`src/sv/fft256ms_pkg.sv`:
```
// Shared constants, types and tables for the 256-point magnitude spectrum block.
// Holds the quarter-wave sine table built at elaboration and the bit-reverse helper.
// No dependencies.
`default_nettype none

package fft256ms_pkg;

  // Transform size and sample format.
  localparam int POINTS      = 256;
  localparam int STAGES      = 8;
  localparam int SAMPLE_BITS = 12;
  localparam int FRAC_BITS   = 4;

  localparam int IDX_W   = STAGES;
  localparam int BF_W    = STAGES - 1;
  localparam int STAGE_W = $clog2(STAGES);
  localparam int DATA_W  = 24;
  localparam int MEM_W   = 2 * DATA_W;
  localparam int TW_W    = 17;
  localparam int MAG_W   = 16;
  localparam int MODE_W  = 2;
  localparam int QUARTER = POINTS / 4;

  // Square root unit sizing: radicand is the sum of two squared 24-bit values.
  localparam int SQ_W     = 2 * DATA_W;
  localparam int SQ_STEPS = DATA_W;
  localparam int STEP_W   = $clog2(SQ_STEPS);

  // Operation codes carried by the mode field.
  typedef enum logic [MODE_W-1:0] {
    MODE_LOAD    = 2'd0,
    MODE_COMPUTE = 2'd1,
    MODE_READ    = 2'd2
  } mode_e;

  // Sequencer states of the top level.
  typedef enum logic [3:0] {
    ST_IDLE,
    ST_READ,
    ST_BF_RD,
    ST_BF_MUL,
    ST_BF_ADD,
    ST_BF_WA,
    ST_BF_WB,
    ST_MG_RD,
    ST_MG_SQ,
    ST_MG_SUM,
    ST_MG_SQRT,
    ST_MG_WR
  } fft_state_e;

  typedef logic [15:0] sine_tab_t [QUARTER+1];

  // Quarter-wave sine in Q1.15, from a Q30 Taylor series, evaluated at elaboration.
  function automatic sine_tab_t build_sine();
    sine_tab_t   tab;
    logic [63:0] x;
    logic [63:0] x2;
    logic [63:0] sum;
    logic [63:0] term;
    logic [63:0] q;
    for (int k = 0; k <= QUARTER; k++) begin
      x    = (64'd6746518852 * 64'(k)) / 64'(POINTS);
      x2   = (x * x) >> 30;
      sum  = x;
      term = x;
      for (int n = 1; n <= 7; n++) begin
        term = ((term * x2) >> 30) / 64'((2 * n) * (2 * n + 1));
        if ((n % 2) == 1) begin
          sum = sum - term;
        end else begin
          sum = sum + term;
        end
      end
      q = (sum + 64'd16384) >> 15;
      if (q > 64'd32767) begin
        q = 64'd32767;
      end
      tab[k] = q[15:0];
    end
    return tab;
  endfunction

  localparam sine_tab_t SINE_Q15 = build_sine();

  // Reverse the bit order of a sample index.
  function automatic logic [IDX_W-1:0] bit_reverse(input logic [IDX_W-1:0] v);
    logic [IDX_W-1:0] r;
    for (int b = 0; b < IDX_W; b++) begin
      r[b] = v[IDX_W-1-b];
    end
    return r;
  endfunction

endpackage

`default_nettype wire

```
`src/sv/fft256ms_isqrt.sv`:
```
// Iterative rounded integer square root, one result bit per cycle.
// Depends on fft256ms_pkg for widths; the result saturates to the magnitude width.
`default_nettype none

module fft256ms_isqrt
  import fft256ms_pkg::*;
(
  input  wire logic             clk_i,
  input  wire logic             rst_ni,
  input  wire logic             start_i,
  input  wire logic [SQ_W-1:0]  radicand_i,
  output logic                  done_o,
  output logic [MAG_W-1:0]      root_o
);

  logic [SQ_W-1:0]   rem_q, rem_d;
  logic [SQ_W-1:0]   res_q, res_d;
  logic [STEP_W-1:0] step_q, step_d;
  logic              run_q, run_d;
  logic              done_q, done_d;

  logic [STEP_W-1:0] step_rev;
  logic [SQ_W-1:0]   bit_w;
  logic [SQ_W-1:0]   trial;
  logic [SQ_W-1:0]   rounded;

  // Current power of four and the trial subtrahend.
  assign step_rev = STEP_W'(SQ_STEPS - 1) - step_q;
  assign bit_w    = SQ_W'(1) << {step_rev, 1'b0};
  assign trial    = res_q + bit_w;

  // One digit of the root per cycle.
  always_comb begin
    rem_d  = rem_q;
    res_d  = res_q;
    step_d = step_q;
    run_d  = run_q;
    done_d = 1'b0;
    if (start_i) begin
      rem_d  = radicand_i;
      res_d  = '0;
      step_d = '0;
      run_d  = 1'b1;
    end else if (run_q) begin
      if (rem_q >= trial) begin
        rem_d = rem_q - trial;
        res_d = (res_q >> 1) + bit_w;
      end else begin
        res_d = res_q >> 1;
      end
      step_d = step_q + STEP_W'(1);
      if (step_q == STEP_W'(SQ_STEPS - 1)) begin
        run_d  = 1'b0;
        done_d = 1'b1;
      end
    end
  end

  always_ff @(posedge clk_i or negedge rst_ni) begin
    if (!rst_ni) begin
      step_q <= '0;
      run_q  <= 1'b0;
      done_q <= 1'b0;
    end else begin
      step_q <= step_d;
      run_q  <= run_d;
      done_q <= done_d;
    end
  end

  always_ff @(posedge clk_i) begin
    rem_q <= rem_d;
    res_q <= res_d;
  end

  // Round to nearest from the remainder, then saturate.
  assign rounded = res_q + SQ_W'(rem_q > res_q);
  assign root_o  = (rounded > SQ_W'({MAG_W{1'b1}})) ? {MAG_W{1'b1}} : rounded[MAG_W-1:0];
  assign done_o  = done_q;

endmodule

`default_nettype wire

```
`config.mk`:
```
export PLATFORM = sky130hd
export DESIGN_NAME = fft256ms_isqrt
export DESIGN_NICKNAME = d
export VERILOG_FILES = /design/src/sv/fft256ms_pkg.sv /design/src/sv/fft256ms_isqrt.sv
export SDC_FILE = /design/constraint.sdc
export NUM_CORES = 1
export LEC_CHECK = 0
export BUFFER_PORTS_ARGS = -buffer_cell sky130_fd_sc_hd__buf_2
export CORE_ASPECT_RATIO = 0.7
export CORE_UTILIZATION = 50
export CTS_CLUSTER_DIAMETER = 60
export DETAILED_ROUTE_END_ITERATION = 8
export PLACE_DENSITY = 0.72
export SYNTH_ARGS = -nofsm -noshare
export SYNTH_HDL_FRONTEND = slang
export SYNTH_SLANG_ARGS = --single-unit
```
`constraint.sdc`:
```
create_clock -name clk_i -period 15.8 [get_ports clk_i]
set_input_delay 0 -clock clk_i [delete_from_list [all_inputs] [get_ports clk_i]]
set_output_delay 0 -clock clk_i [all_outputs]
set_load 0.03 [all_outputs]
```
==> impl_metrics.json <==
{
  "p_clk_share_pct": 9.1,
  "drive_gt1_share_pct": 7.70,
  "core_sq_um": 25000,
  "clk_pin_slew_worst_paths_ns": 0.07,
  "synth_edf_count": 48,
  "cts_inserted_buffers": 9,
  "ir_drop_v": 0.000174,
  "htreeDepth": 3,
  "reg2reg_slack_ns": 9.01,
  "worstSetupPathType": "flop to flop",
  "cts_setup_buffers": 0,
  "cts.sinks": 103,
  "grt_max_degree": 84,
  "grt_pass1_vias": 11700,
  "start_util_pct": 51.7,
  "clkLatencyLatePin_ns": 0.38,
  "nFillCells": 2323,
  "syn_inst": 1698,
  "antenna_left": 0,
  "crit_top_cell": "ha_1",
  "cts_resized": 0,
  "netlist_area_sq_um": 12900,
  "use_met1_pct": 50.3,
  "use_met3_pct": 7.59,
  "route.detailed.wl_per_inst_um": 20.3,
  "period_share_pct": 43.0,
  "cts.hold.buffers_added": 45,
  "path_cells": "inv_1, ha_1, or2_2, nor2_1, ha_1, a31oi_1, o21ai_0, a211oi_1, or4_1, nand2_1, a311o_1, a21oi_1, o21bai_1, xnor2_1, ha_1, nand4_1, or2_0, o221ai_1, nor2_1, a21o_1, buf_4, o21ai_4, buf_4",
  "synth_nets": 1905,
  "whs_ns": 0.0344,
  "globalRouteOverflowTotal": 0,
  "synth_area_leader_cell": "ha_1",
  "maxCapViolations": 0,
  "row_count": 48,
  "async_flop_share_pct": 6.80,
  "drt-initial-drc-count": 1878,
  "nNetsFinal": 1943,
  "cp_slowest_cell": "buf_4",
  "p_leak_nw": 5.35,
  "cp-end-kind": "flop",
  "crit_required_ns": 15.81,
  "fmax_mhz": 147,
  "power_switching_share_pct": 52.9,
  "skew_ns": 0.0104,
  "antenna_found_initial": 0,
  "relSlewSlack_pct": 22.7,
  "drcViolationCount": 0,
  "track_usage_pct": 31.6,
  "setup_viol": 0,
  "cts.path.max_buffers": 2,
  "dieArea_sq_um": 26500,
  "hold_violations": 0,
  "die-width_um": 194,
  "grt_pass1_wl_um": 65500,
  "layout_commonest_cell": "nand2_1",
  "synth-main-ff-cell": "edfxtp_1",
  "status": "finished clean",
  "io_pins": 68,
  "worst-path-buf-inv": 3,
  "switchingPower_mw": 1.36,
  "crit_path_max_fanout": 50,
  "slew_violations": 0,
  "yosysWarnings": 0,
  "power_frac_seq_pct": 21.1,
  "gr-max-usage-layer": "met1",
  "drt_wl_total_um": 41900,
  "hpwlAfterDp_um": 32200,
  "num_vias": 13300,
  "gp_congestion": 0.973,
  "layout_common_cells": "nand2_1, ha_1, nor2_1",
  "yosys.area.top_type_share_pct": 15.0,
  "combPwrFrac_pct": 69.8,
  "min_period_ns": 6.79,
  "cts_tree": "built",
  "start_kind": "flop",
  "hp-class": "primary input to flop",
  "arrival_ns": 6.81,
  "portBuffers": 67,
  "power_density_nw_per_um2": 182,
  "antenna_cells": 0,
  "worst_pin_slew_ns": 1.15,
  "syn_to_final_growth_pct": 8.87,
  "clock-root-buffer": "clkbuf_16",
  "yosysSeqAreaShare_pct": 20.0,
  "avgViaCountPerCell": 6.46,
  "yosysUniqueCellTypes": 85,
  "die_h_um": 136,
  "first_pass_iters": 6,
  "intPower_mw": 1.21,
  "gr-usage-met2_pct": 41.9,
  "rsz0062_at_grt": "false",
  "totalNegativeSetupSlack_ns": 0,
  "avgSynthCellArea_sq_um": 7.61,
  "synth_area_leaders": "ha_1, edfxtp_1, dfxtp_1",
  "crit_family": "compound AO/OA/AOI/OAI gates",
  "crit_path_max_incr_delay_ns": 0.54,
  "ys_ff_latch": 103,
  "postLayoutCoreUtil_pct": 56.3
}
[power by group through the flow]
| stage | clock network, mW | registers, mW | logic [mW] |
|---|---|---|---|
| final | 0.233 | 0.542 | 1.79 |
| after global routing | 0.246 | 0.549 | 1.95 |
| after CTS | 0.236 | 0.532 | 1.75 |
| after detailed placement | 0 | 0.537 | 1.73 |
| after global placement | 0 | 0.536 | 1.70 |
| after floorplan | 0 | 0.470 | 1.35 |
[cell type report]
type / count / area (sq um) / share of cell area (%)
Sequential cell: 103 / 2580 / 18.3
Timing Repair Buffer: 119 / 841 / 5.98
Clock buffer: 10 / 229 / 1.63
Multi-Input combinational cell: 1423 / 9650 / 68.6
Tap cell: 325 / 407 / 2.89
Inverter: 80 / 300 / 2.14
Clock inverter: 6 / 61.3 / 0.436
[synthesized netlist by cell type (12+ instances only)]
cell and count:
and3_1 21, nor3_1 33, nand3_1 40, xnor2_1 90, or3_1 13, ha_1 155
dfxtp_1 48, o21a_1 14, and2_1 13, a211oi_1 38, a31oi_1 54, o21bai_1 23
a311oi_1 15, clkbuf_1 60, a221oi_1 15, nand2b_1 12, nand2_1 188, a21o_1 54
o31ai_1 16, nand4_1 37, o21ai_0 143, o211ai_1 19, inv_1 74, nor2_1 148
nor2b_1 12, a21oi_1 95, edfxtp_1 48, buf_2 18, xor2_1 33
[logic make-up after synthesis]
group                    synth area share, %
multiplexers                            1.20
buffers and inverters                   5.54
AND/OR/NAND/NOR                         21.4
flip-flops                              20.0
AO/OA/AOI/OAI                           28.3
XOR/XNOR                                8.47
adder cells (fa/ha/maj)                 15.2
[metrics by stage]
step	std cells	worst slack, ns	cell area, sq um	power (mW)
after floorplan	1698	7.00	12900	1.82
after global placement	2005	9.26	13300	2.24
after detailed placement	2005	9.11	13300	2.26
after CTS	2066	9.09	14100	2.52
after global routing	2066	8.52	14100	2.75
final	2066	9.01	14100	2.56
[flip-flops by register name (all words and copies together) (netlist names)]
name,flops
done_o,1
rem_q,48
res_q,48
run_q,1
step_q,5
[layer usage]
layer	part of all wire, %	vias to the layer above	wire (um)
li1	-	6386	-
met1	49	6132	20400
met2	37	787	15300
met3	13	38	5630
met4	1.3	0	558
met5	0	-	0
[worst min-delay path: cells and delay by family]
| kind | cells | cell delay [ns] |
|---|---|---|
| buffers and inverters | 1 | 0.08 |
| and+or+nand+nor | 1 | 0.13 |
| AOI/OAI and AO/OA | 1 | 0.10 |
[path summary, 6_finish.rpt]
check / endpoint / from / depth (start not counted)
min: rem_q[46]$_DFFE_PP_ / radicand_i[46] / 3
max in group asynchronous: run_q$_DFF_PN0_ / rst_ni / 3
max reg2reg: rem_q[30]$_DFFE_PP_ / step_q[3]$_DFFE_PN0P_ / 23
min reg2reg: step_q[4]$_DFFE_PN0P_ / step_q[4]$_DFFE_PN0P_ / 2
min in group asynchronous: done_o$_DFF_PN0_ / rst_ni / 3
max: rem_q[30]$_DFFE_PP_ / step_q[3]$_DFFE_PN0P_ / 23
(Power assumes the default switching activity.)
